<file path="src/sv/lbr_pkg.sv">
// Shared constants and types for the 48-bit LCG bounded random generator.
// No dependencies; used by lbr_lcg, lbr_mod and lcg48_bounded_random_top.
package lbr_pkg;

    localparam int STATE_W  = 48;
    localparam int MULT_W   = 35;
    localparam int CHUNK_W  = 16;
    localparam int CHUNKS   = STATE_W / CHUNK_W;
    localparam int CNT_W    = $clog2(CHUNKS);
    localparam int PROD_W   = CHUNK_W + MULT_W;
    localparam int BITS_W   = 31;
    localparam int WORD_W   = 32;
    localparam int DIV_CNT_W = $clog2(BITS_W);

    localparam logic [MULT_W-1:0]  LCG_MULT    = 35'h5DEECE66D;
    localparam logic [STATE_W-1:0] LCG_MULT_48 = 48'h0005DEECE66D;
    localparam logic [STATE_W-1:0] LCG_ADD     = 48'h00000000000B;
    localparam logic [BITS_W-1:0]  BOUND_RESET = 31'd10000;

    localparam logic [1:0] OP_RESEED  = 2'd0;
    localparam logic [1:0] OP_FULL    = 2'd1;
    localparam logic [1:0] OP_BOUNDED = 2'd2;

    typedef struct packed {
        logic busy;
        logic done;
    } unit_stat_t;

endpackage

</file>
<file path="src/sv/lbr_lcg.sv">
// LCG advance unit: state * 0x5DEECE66D + 0xB mod 2^48, one 16-bit chunk per cycle.
// Depends on lbr_pkg.
module lbr_lcg (
    input  logic                        clk,
    input  logic                        rst_n,
    input  logic                        start,
    input  logic [lbr_pkg::STATE_W-1:0] seed,
    output logic [lbr_pkg::STATE_W-1:0] result,
    output lbr_pkg::unit_stat_t         stat
);

    logic [lbr_pkg::STATE_W-1:0] acc_reg, acc_next;
    logic [lbr_pkg::STATE_W-1:0] src_reg, src_next;
    logic [lbr_pkg::CNT_W-1:0]   cnt_reg, cnt_next;
    logic                        busy_reg, busy_next;
    logic                        done_reg, done_next;
    logic [lbr_pkg::PROD_W-1:0]  prod;
    logic                        last;

    always_comb
    begin
        last     = (cnt_reg == lbr_pkg::CNT_W'(lbr_pkg::CHUNKS - 1));
        prod     = src_reg[lbr_pkg::STATE_W-1 -: lbr_pkg::CHUNK_W] * lbr_pkg::LCG_MULT;
        acc_next  = acc_reg;
        src_next  = src_reg;
        cnt_next  = cnt_reg;
        busy_next = busy_reg;
        done_next = 1'b0;
        if (start)
        begin
            acc_next  = '0;
            src_next  = seed;
            cnt_next  = '0;
            busy_next = 1'b1;
        end
        else if (busy_reg)
        begin
            // Horner step: shift accumulator up one chunk, add next partial product
            acc_next = {acc_reg[lbr_pkg::STATE_W-lbr_pkg::CHUNK_W-1:0],
                        {lbr_pkg::CHUNK_W{1'b0}}}
                       + prod[lbr_pkg::STATE_W-1:0]
                       + (last ? lbr_pkg::LCG_ADD : '0);
            src_next = {src_reg[lbr_pkg::STATE_W-lbr_pkg::CHUNK_W-1:0],
                        {lbr_pkg::CHUNK_W{1'b0}}};
            cnt_next = cnt_reg + 1'b1;
            if (last)
            begin
                busy_next = 1'b0;
                done_next = 1'b1;
            end
        end
    end

    always_ff @(posedge clk or negedge rst_n)
    begin
        if (!rst_n)
        begin
            cnt_reg  <= '0;
            busy_reg <= 1'b0;
            done_reg <= 1'b0;
        end
        else
        begin
            cnt_reg  <= cnt_next;
            busy_reg <= busy_next;
            done_reg <= done_next;
        end
    end

    always_ff @(posedge clk)
    begin
        acc_reg <= acc_next;
        src_reg <= src_next;
    end

    assign result    = acc_reg;
    assign stat.busy = busy_reg;
    assign stat.done = done_reg;

endmodule

</file>
<file path="src/sv/lbr_mod.sv">
// Serial remainder unit: 31-bit dividend mod 31-bit divisor, one restoring step per cycle.
// Depends on lbr_pkg.
module lbr_mod (
    input  logic                       clk,
    input  logic                       rst_n,
    input  logic                       start,
    input  logic [lbr_pkg::BITS_W-1:0] dividend,
    input  logic [lbr_pkg::BITS_W-1:0] divisor,
    output logic [lbr_pkg::BITS_W-1:0] remainder,
    output lbr_pkg::unit_stat_t        stat
);

    logic [lbr_pkg::BITS_W-1:0]    rem_reg, rem_next;
    logic [lbr_pkg::BITS_W-1:0]    dvd_reg, dvd_next;
    logic [lbr_pkg::DIV_CNT_W-1:0] cnt_reg, cnt_next;
    logic                          busy_reg, busy_next;
    logic                          done_reg, done_next;
    logic [lbr_pkg::WORD_W-1:0]    trial;
    logic [lbr_pkg::WORD_W-1:0]    dsr_ext;
    logic [lbr_pkg::WORD_W-1:0]    diff;
    logic                          ge;

    always_comb
    begin
        trial   = {rem_reg, dvd_reg[lbr_pkg::BITS_W-1]};
        dsr_ext = {1'b0, divisor};
        diff    = trial - dsr_ext;
        ge      = (trial >= dsr_ext);
        rem_next  = rem_reg;
        dvd_next  = dvd_reg;
        cnt_next  = cnt_reg;
        busy_next = busy_reg;
        done_next = 1'b0;
        if (start)
        begin
            rem_next  = '0;
            dvd_next  = dividend;
            cnt_next  = '0;
            busy_next = 1'b1;
        end
        else if (busy_reg)
        begin
            rem_next = ge ? diff[lbr_pkg::BITS_W-1:0] : trial[lbr_pkg::BITS_W-1:0];
            dvd_next = {dvd_reg[lbr_pkg::BITS_W-2:0], 1'b0};
            cnt_next = cnt_reg + 1'b1;
            if (cnt_reg == lbr_pkg::DIV_CNT_W'(lbr_pkg::BITS_W - 1))
            begin
                busy_next = 1'b0;
                done_next = 1'b1;
            end
        end
    end

    always_ff @(posedge clk or negedge rst_n)
    begin
        if (!rst_n)
        begin
            cnt_reg  <= '0;
            busy_reg <= 1'b0;
            done_reg <= 1'b0;
        end
        else
        begin
            cnt_reg  <= cnt_next;
            busy_reg <= busy_next;
            done_reg <= done_next;
        end
    end

    always_ff @(posedge clk)
    begin
        rem_reg <= rem_next;
        dvd_reg <= dvd_next;
    end

    assign remainder = rem_reg;
    assign stat.busy = busy_reg;
    assign stat.done = done_reg;

endmodule

</file>
<file path="src/sv/lcg48_bounded_random_top.sv">
// A reseed beat gives no result. A full draw passes through the chunked LCG multiplier,
// then sequencing and the output register. A bounded draw with a power-of-two bound takes
// the same path. Any other bound adds the serial remainder unit, one bit per cycle over
// the 31 dividend bits; each rare rejection repeats the multiply and the remainder. A
// bounded draw with bound 0 returns 0 without advancing the state. Input is not taken
// while a draw is in progress, but a new beat is taken while a finished result waits in
// the output register.
//
// Top level of the 48-bit LCG bounded random generator.
// Depends on lbr_pkg, lbr_lcg and lbr_mod.
module lcg48_bounded_random_top (
    input  logic                              clk,
    input  logic                              rst_n,
    input  logic                              in_valid,
    output logic                              in_ready,
    input  logic [1:0]                        opcode,
    input  logic [lbr_pkg::STATE_W-1:0]       seed_value,
    output logic                              out_valid,
    input  logic                              out_ready,
    output logic signed [lbr_pkg::WORD_W-1:0] value,
    input  logic                              cfg_wr_en,
    input  logic [lbr_pkg::BITS_W-1:0]        cfg_wr_data
);

    typedef enum logic [4:0] {
        ST_IDLE = 5'b00001,
        ST_ADV  = 5'b00010,
        ST_POST = 5'b00100,
        ST_MOD  = 5'b01000,
        ST_FIN  = 5'b10000
    } state_t;

    state_t                        state_reg, state_next;
    logic [lbr_pkg::STATE_W-1:0]   lcg_reg, lcg_next;
    logic [lbr_pkg::BITS_W-1:0]    bound_reg;
    logic [1:0]                    op_reg, op_next;
    logic [lbr_pkg::WORD_W-1:0]    res_reg, res_next;
    logic                          out_valid_reg, out_valid_next;
    logic [lbr_pkg::WORD_W-1:0]    value_reg, value_next;

    logic                          lcg_start;
    logic [lbr_pkg::STATE_W-1:0]   lcg_result;
    lbr_pkg::unit_stat_t           lcg_stat;
    logic                          mod_start;
    logic [lbr_pkg::BITS_W-1:0]    mod_rem;
    lbr_pkg::unit_stat_t           mod_stat;

    logic                          accept;
    logic                          out_load;
    logic [lbr_pkg::BITS_W-1:0]    draw_bits;
    logic                          pow2;
    logic [2*lbr_pkg::BITS_W-1:0]  scaled;
    logic [lbr_pkg::WORD_W-1:0]    chk;

    lbr_lcg u_lcg (
        .clk    (clk),
        .rst_n  (rst_n),
        .start  (lcg_start),
        .seed   (lcg_reg),
        .result (lcg_result),
        .stat   (lcg_stat)
    );

    lbr_mod u_mod (
        .clk       (clk),
        .rst_n     (rst_n),
        .start     (mod_start),
        .dividend  (draw_bits),
        .divisor   (bound_reg),
        .remainder (mod_rem),
        .stat      (mod_stat)
    );

    assign in_ready = (state_reg == ST_IDLE);
    assign accept   = in_valid && in_ready;

    always_comb
    begin
        draw_bits = lcg_reg[lbr_pkg::STATE_W-1 -: lbr_pkg::BITS_W];
        pow2      = ((bound_reg & (bound_reg - 1'b1)) == '0);
        scaled    = {{lbr_pkg::BITS_W{1'b0}}, bound_reg} *
                    {{lbr_pkg::BITS_W{1'b0}}, draw_bits};
        chk       = {1'b0, draw_bits} - {1'b0, mod_rem} + {1'b0, bound_reg - 1'b1};
        out_load  = (state_reg == ST_FIN) && (!out_valid_reg || out_ready);

        state_next = state_reg;
        lcg_next   = lcg_reg;
        op_next    = op_reg;
        res_next   = res_reg;
        lcg_start  = 1'b0;
        mod_start  = 1'b0;

        unique case (state_reg)
            ST_IDLE:
            begin
                if (accept)
                begin
                    op_next = opcode;
                    case (opcode)
                        lbr_pkg::OP_RESEED:
                        begin
                            lcg_next = seed_value ^ lbr_pkg::LCG_MULT_48;
                        end
                        lbr_pkg::OP_FULL:
                        begin
                            lcg_start  = 1'b1;
                            state_next = ST_ADV;
                        end
                        lbr_pkg::OP_BOUNDED:
                        begin
                            if (bound_reg == '0)
                            begin
                                res_next   = '0;
                                state_next = ST_FIN;
                            end
                            else
                            begin
                                lcg_start  = 1'b1;
                                state_next = ST_ADV;
                            end
                        end
                        default:
                        begin
                            // drop unused opcode
                        end
                    endcase
                end
            end
            ST_ADV:
            begin
                if (lcg_stat.done)
                begin
                    lcg_next   = lcg_result;
                    state_next = ST_POST;
                end
            end
            ST_POST:
            begin
                if (op_reg == lbr_pkg::OP_FULL)
                begin
                    res_next   = lcg_reg[lbr_pkg::STATE_W-1 -: lbr_pkg::WORD_W];
                    state_next = ST_FIN;
                end
                else if (pow2)
                begin
                    res_next   = {1'b0, scaled[2*lbr_pkg::BITS_W-1 -: lbr_pkg::BITS_W]};
                    state_next = ST_FIN;
                end
                else
                begin
                    mod_start  = 1'b1;
                    state_next = ST_MOD;
                end
            end
            ST_MOD:
            begin
                if (mod_stat.done)
                begin
                    if (chk[lbr_pkg::WORD_W-1])
                    begin
                        // redraw on biased remainder
                        lcg_start  = 1'b1;
                        state_next = ST_ADV;
                    end
                    else
                    begin
                        res_next   = {1'b0, mod_rem};
                        state_next = ST_FIN;
                    end
                end
            end
            ST_FIN:
            begin
                if (out_load)
                begin
                    state_next = ST_IDLE;
                end
            end
            default:
            begin
                state_next = ST_IDLE;
            end
        endcase

        out_valid_next = out_valid_reg;
        value_next     = value_reg;
        if (out_load)
        begin
            out_valid_next = 1'b1;
            value_next     = res_reg;
        end
        else if (out_ready)
        begin
            out_valid_next = 1'b0;
        end
    end

    always_ff @(posedge clk or negedge rst_n)
    begin
        if (!rst_n)
        begin
            state_reg     <= ST_IDLE;
            lcg_reg       <= lbr_pkg::LCG_MULT_48;
            bound_reg     <= lbr_pkg::BOUND_RESET;
            out_valid_reg <= 1'b0;
        end
        else
        begin
            state_reg     <= state_next;
            lcg_reg       <= lcg_next;
            out_valid_reg <= out_valid_next;
            if (cfg_wr_en)
            begin
                bound_reg <= cfg_wr_data;
            end
        end
    end

    always_ff @(posedge clk)
    begin
        op_reg    <= op_next;
        res_reg   <= res_next;
        value_reg <= value_next;
    end

    assign out_valid = out_valid_reg;
    assign value     = value_reg;

    a_lcg_done_in_adv: assert property (@(posedge clk) disable iff (!rst_n)
        lcg_stat.done |-> (state_reg == ST_ADV))
        else $error("LCG unit finished outside advance state");

    a_mod_done_in_mod: assert property (@(posedge clk) disable iff (!rst_n)
        mod_stat.done |-> (state_reg == ST_MOD))
        else $error("remainder unit finished outside modulo state");

    a_units_idle_on_accept: assert property (@(posedge clk) disable iff (!rst_n)
        accept |-> (!lcg_stat.busy && !mod_stat.busy))
        else $error("input beat taken while an arithmetic unit is busy");

    a_bounded_in_range: assert property (@(posedge clk) disable iff (!rst_n)
        (out_load && (op_reg == lbr_pkg::OP_BOUNDED) && (bound_reg != '0))
        |=> ($unsigned(value) < {1'b0, bound_reg}))
        else $error("bounded draw outside bound");

endmodule
</file>
<file path="config.mk">
export PLATFORM = sky130hd
export DESIGN_NAME = lcg48_bounded_random_top
export DESIGN_NICKNAME = d
export VERILOG_FILES = /design/src/sv/lbr_pkg.sv /design/src/sv/lbr_lcg.sv /design/src/sv/lbr_mod.sv /design/src/sv/lcg48_bounded_random_top.sv
export SDC_FILE = /design/constraint.sdc
export NUM_CORES = 2
export LEC_CHECK = 0
export BUFFER_PORTS_ARGS = -buffer_cell sky130_fd_sc_hd__clkbuf_2
export CORE_ASPECT_RATIO = 0.7
export CORE_MARGIN = 2
export CORE_UTILIZATION = 55
export CTS_CLUSTER_DIAMETER = 60
export DETAILED_ROUTE_END_ITERATION = 12
export GPL_ROUTABILITY_DRIVEN = 0
export GPL_TIMING_DRIVEN = 0
export HOLD_SLACK_MARGIN = 0.05
export PLACE_DENSITY = 0.71
export SETUP_SLACK_MARGIN = 0.5
export SYNTH_ARGS = -nofsm -noshare
export SYNTH_HDL_FRONTEND = slang
export SYNTH_SLANG_ARGS = --single-unit
export TNS_END_PERCENT = 50
</file>
<file path="constraint.sdc">
create_clock -name clk -period 20.8 [get_ports clk]
set_input_delay 1.04 -clock clk [delete_from_list [all_inputs] [get_ports clk]]
set_output_delay 1.04 -clock clk [all_outputs]
set_load 0.05 [all_outputs]
</file>
* Word level (Yosys, flattened, before mapping)
Index checks and enable logic that the tools add are counted.
** Word-level totals
- Word-level logic and storage cells :: 121
- Register bits :: 320
- Output and inout bits :: 34
- Input port bits :: 86
** Cells by class
- Magnitude comparators :: 1
- Bitwise operators :: 2
- Equal/unequal tests :: 20
- Reductions and logical operators :: 16
- Add/sub/neg operators :: 8
- Muxes and demuxes :: 55
- $mul :: 2
** Operators with widths (number)
- two-way mux 48 bit :: 5
- two-way mux 32 bit :: 7
- adder 48 bit :: 2
- one-hot mux 32 bit (3 select lines) :: 1
- one-hot mux 48 bit (2 select lines) :: 1
- two-way mux 31 bit :: 3
- zero test 31 bit :: 2
- multiplier 31 x 31 -> 62 bit :: 1
- two-way mux 5 bit :: 10
- multiplier 16 x 35 -> 48 bit (second input constant) :: 1
- adder 32 x 31 -> 32 bit :: 1
- >= comparator 32 x 31 -> 1 bit :: 1
- subtractor 31 x 31 -> 32 bit :: 1
- bitwise AND 31 bit :: 1
- subtractor 31 x 1 -> 31 bit (second input constant) :: 1
- subtractor 31 bit :: 1
- one-hot mux 5 bit (5 select lines) :: 1
- inverter 23 bit :: 1
- two-way mux 1 bit :: 21
- != test 2 x 1 -> 1 bit (second input constant) :: 6
- == test 5 bit (second input constant) :: 2
- one-hot mux 5 bit (2 select lines) :: 1
- nonzero test 2 bit :: 4
- AND reduction 7 bit :: 1
- other kinds (22) :: 28

* Logic depth before layout (Yosys ltp)
- Depth after elaboration :: 7
- Gate-level depth with buffers :: 29
- Mapped depth without buffers :: 27

* By module
A second synthesis with hierarchy kept.
** Unflattened totals
- Cell total of the unflattened synthesis :: 6184
- Area total of the unflattened synthesis :: 58563.7 um2
** By module, submodules not included
- lcg48_bounded_random_top :: cells an instance 4182, sequential area each 4145.2 um2, area an instance 39071.2 um2, times used 1
- lbr_lcg :: cells an instance 1445, sequential area each 2502.4 um2, area an instance 14502.7 um2, times used 1
- lbr_mod :: cells an instance 557, sequential area each 1726.7 um2, area an instance 4989.8 um2, times used 1

* Worst setup path after synthesis
OpenSTA, ideal clock, no wires.
- Path kind :: reg2reg
- From :: register lcg_reg[25] (netlist name)
- To :: register res_reg[25] (netlist name) (data pin)
- Setup time :: 0.264 ns
- Path buffers :: 2
- Clock period less this slack :: 7.861 ns
- Cell stages (with the launch flop) :: 28
- Required time :: 20.536 ns
- Path slack :: 12.939 ns
- Arrival :: 7.598 ns
- Path through :: dfstp_2 clkbuf_1 inv_1 clkbuf_1 nor2_1 fa_1 fa_1 inv_1 fa_1 fa_1 inv_1 fa_1 fa_1 fa_1 inv_1 fa_1 inv_1 ha_1 a21o_1 a21o_1 a21oi_1 o21ai_0 a211oi_1 o221ai_1 a211o_1 a311oi_1 xor2_1 o21ai_1
** Between the ends
- Word-level cells in the longest chain between the ends :: 4
** RTL lines
- start: declaration :: line lcg48_bounded_random_top.sv:34 : logic [lbr_pkg::STATE_W-1:0] lcg_reg, lcg_next;
- start signal: assignment :: line lcg48_bounded_random_top.sv:203 : lcg_reg <= lbr_pkg::LCG_MULT_48;
- start signal: assignment :: line lcg48_bounded_random_top.sv:210 : lcg_reg <= lcg_next;
- multiplier 31 x 31 -> 62 bit :: line lcg48_bounded_random_top.sv:81 : scaled = {{lbr_pkg::BITS_W{1'b0}}, bound_reg} *
- two-way mux 32 bit :: line lcg48_bounded_random_top.sv:144 : else if (pow2)
- two-way mux 32 bit :: line lcg48_bounded_random_top.sv:139 : if (op_reg == lbr_pkg::OP_FULL)
- one-hot mux 32 bit (3 select lines) :: line lcg48_bounded_random_top.sv:93 : unique case (state_reg)
- via res_next, one bit :: line lcg48_bounded_random_top.sv:37 : logic [lbr_pkg::WORD_W-1:0] res_reg, res_next;
- end signal: assignment :: line lcg48_bounded_random_top.sv:222 : res_reg <= res_next;
- end: declaration :: line lcg48_bounded_random_top.sv:37
The timed path passes the listed nets, and every way through them passes these cells. The select of a mux whose other input is x is not followed.
A chain may end at the register's enable or synchronous reset.

* Worst setup path after layout
- From :: register lcg_reg[23] (netlist name)
- To :: register res_reg[24] (netlist name) (data pin)
Same word-level chain as after synthesis.

==> reports/metrics.cfg <==
[clock_tree]
insertion_delay_ps=610
cts-resized-gates=0
postCtsSetupRepairBufs=0
clock_sinks=320
cts-buffers-inserted=36
cts_tree=done
cts_hold_buf=0
h-tree-depth=2
path_clk_slew_ps=60
ctsRootBufferMaster=clkbuf_16
clockBufferDepth=3

[layout]
n_fill_cell=8811
final_cell_mix=inv_1 (1234), fa_1 (1132), nand2_1 (740), ha_1 (507), nor2_1 (422)
layout-drive-gt1-share_pct=4.56
layout-area-overhead-vs-synth_pct=6.42
nets=7965
final_common_cell=inv_1

[timing]
grt_setup_unrepaired=false
timing.final.hold_violations=0
finClkSkew_ps=42.3
setup_viol=0
slew_violations=64
slew_headroom_pct=-9.08
tightestPinTransition_ps=1640
finalCritPeriodShare_pct=59.6
max_freq_mhz=80.7
period_minus_slack_ps=12400
setup_tns_ps=0

[critical_path]
required_ps=21070
critPathCaptureType=flip-flop
cp_slowest_cell=a2111oi_0
path_class=reg2reg
path_common_cell=fa_1
start_kind=flip-flop
cp_slowest_stage_delay_ps=1150
critPathMaxFanout=10
cp.arrival_ps=12670

[synthesis]
syn_area_sq_mm=0.0570
ys_warn_count=0
synthesis.nets=7801
syn_area_per_cell_sq_um=9.38
ys_ff_latch=320
syn_inst=6076
ys_seq_area_share_pct=14.7
ys_async_sr_fraction_pct=30.0
synth-main-ff-cell=edfxtp_1
synth.distinct_cells=83
synth_enable_flop_cells=145

[global_routing]
grt_start_max_net_pins=97
grtUsageMet1_pct=56.1
grt.met2_usage_pct=50.5
antenna_found_initial=14
track_usage_pct=41.4
grtUsageMet3_pct=27.1
grt.overflow.total=0
grt_pass1_vias=46666
grt_pass1_wl_um=314000
global_route.peak_usage_layer=met1

[die]
die_area_sq_mm=0.106
start_util_pct=55.7
rows=98
io_pins=120
core_area_sq_mm=0.102
die_x_um=389
die_h_um=273

[routing]
ant_nets=0
drc=0
wire_per_inst_um=28.4
drt-initial-drc-count=7412
route.vias.total=47201
wirelength_um=217000
via_per_inst=6.18
dr.pass1.iters=8

[placed_design]
hpwl_um=180000
port_buffers=118

[status]
status=complete, but fails checks
violations=capacitance limit, slew limit

[worst_hold_path]
hold_class=reg2reg

[flow_run]
max_cap_violations=6

==> final cells by class <==
class,instances,area (sq um),area share [%]
diodes,17,42.5,0.0701
plain buffers,304,1180,1.94
clock buffers,44,941,1.55
clock inverters,22,224,0.369
inverters,1246,4680,7.71
multi-input cells,4206,42800,70.5
flip-flops and latches,320,8370,13.8
well taps,1350,1690,2.78
repair buffers,126,739,1.22
==> final timing paths <==
path / endpoint / slack (ps) / depth (start not counted) / from
max: res_reg[24] / 8400 / 29 / lcg_reg[23]
min: value[11] / 420 / 0 / res_reg[11]
max reg2reg: res_reg[24] / 8400 / 29 / lcg_reg[23]
min reg2reg: value[11] / 420 / 0 / res_reg[11]
max in group asynchronous: lcg_reg[47] / 19790 / 2 / rst_n
min in group asynchronous: bound_reg[21] / 520 / 2 / rst_n
==> critical path, delay by kind of cell, from the launching register on <==
kind | cells | cell delay, ps
and+or+nand+nor | 4 | 920
AOI/OAI and AO/OA | 6 | 3160
adders and majority gates | 9 | 4230
xor gates and xnor gates | 1 | 130
buffers and inverters | 9 | 3080
DFF | 1 | 510
==> logic make-up (layout without fill, tap and decap cells) <==
| logic type | after synthesis | count (layout) | share of synthesized area, % |
|---|---|---|---|
| and+or+nand+nor | 1694 | 1694 | 13.5 |
| adders and majority gates | 1639 | 1639 | 50.9 |
| buffers and inverters | 1550 | 1742 | 10.3 |
| AOI/OAI and AO/OA | 669 | 669 | 7.19 |
| DFF | 320 | 320 | 14.7 |
| xor gates and xnor gates | 109 | 109 | 1.67 |
| muxes | 95 | 95 | 1.75 |
| other | 0 | 17 | 0 |
==> Yosys cell counts (44+ instances only) <==
| library cell | instances | share of area (%) |
|---|---|---|
| a31oi_1 | 44 | 0.48 |
| xnor2_1 | 68 | 1.0 |
| nand2_1 | 740 | 4.9 |
| clkbuf_1 | 270 | 1.8 |
| a21o_1 | 64 | 0.84 |
| edfxtp_1 | 145 | 7.6 |
| fa_1 | 1132 | 40 |
| dfrtp_1 | 67 | 2.9 |
| nand4_1 | 52 | 0.57 |
| o21ai_0 | 174 | 1.5 |
| mux2i_1 | 57 | 1.0 |
| a21oi_1 | 193 | 1.7 |
| dfxtp_1 | 79 | 2.8 |
| nor2_1 | 423 | 2.8 |
| inv_1 | 1234 | 8.1 |
| and2_1 | 302 | 3.3 |
| ha_1 | 507 | 11 |
==> per-layer routing <==
layer	share of wire [%]	vias up
met2	35	3972
li1	-	19100
met4	5.8	26
met5	0.38	-
met3	21	735
met1	38	23368
==> stage by stage <==
stage / hold slack (ps) / setup slack (ps) / std cells / cell area, sq um / util, %
floorplan: 400 / 12940 / 6076 / 57000 / -
global placement: 403 / 9180 / 7544 / 59300 / 57.9
detailed placement: 405 / 9220 / 7551 / 59400 / 58.0
CTS: 420 / 9200 / 7617 / 60600 / 59.2
global route: 426 / 8570 / 7624 / 60600 / 59.2
finish: 416 / 8400 / 7635 / 60700 / 59.2
Power is not shown: default switching activity piles up to over one toggle a cycle in this logic, so the estimate is an artifact.
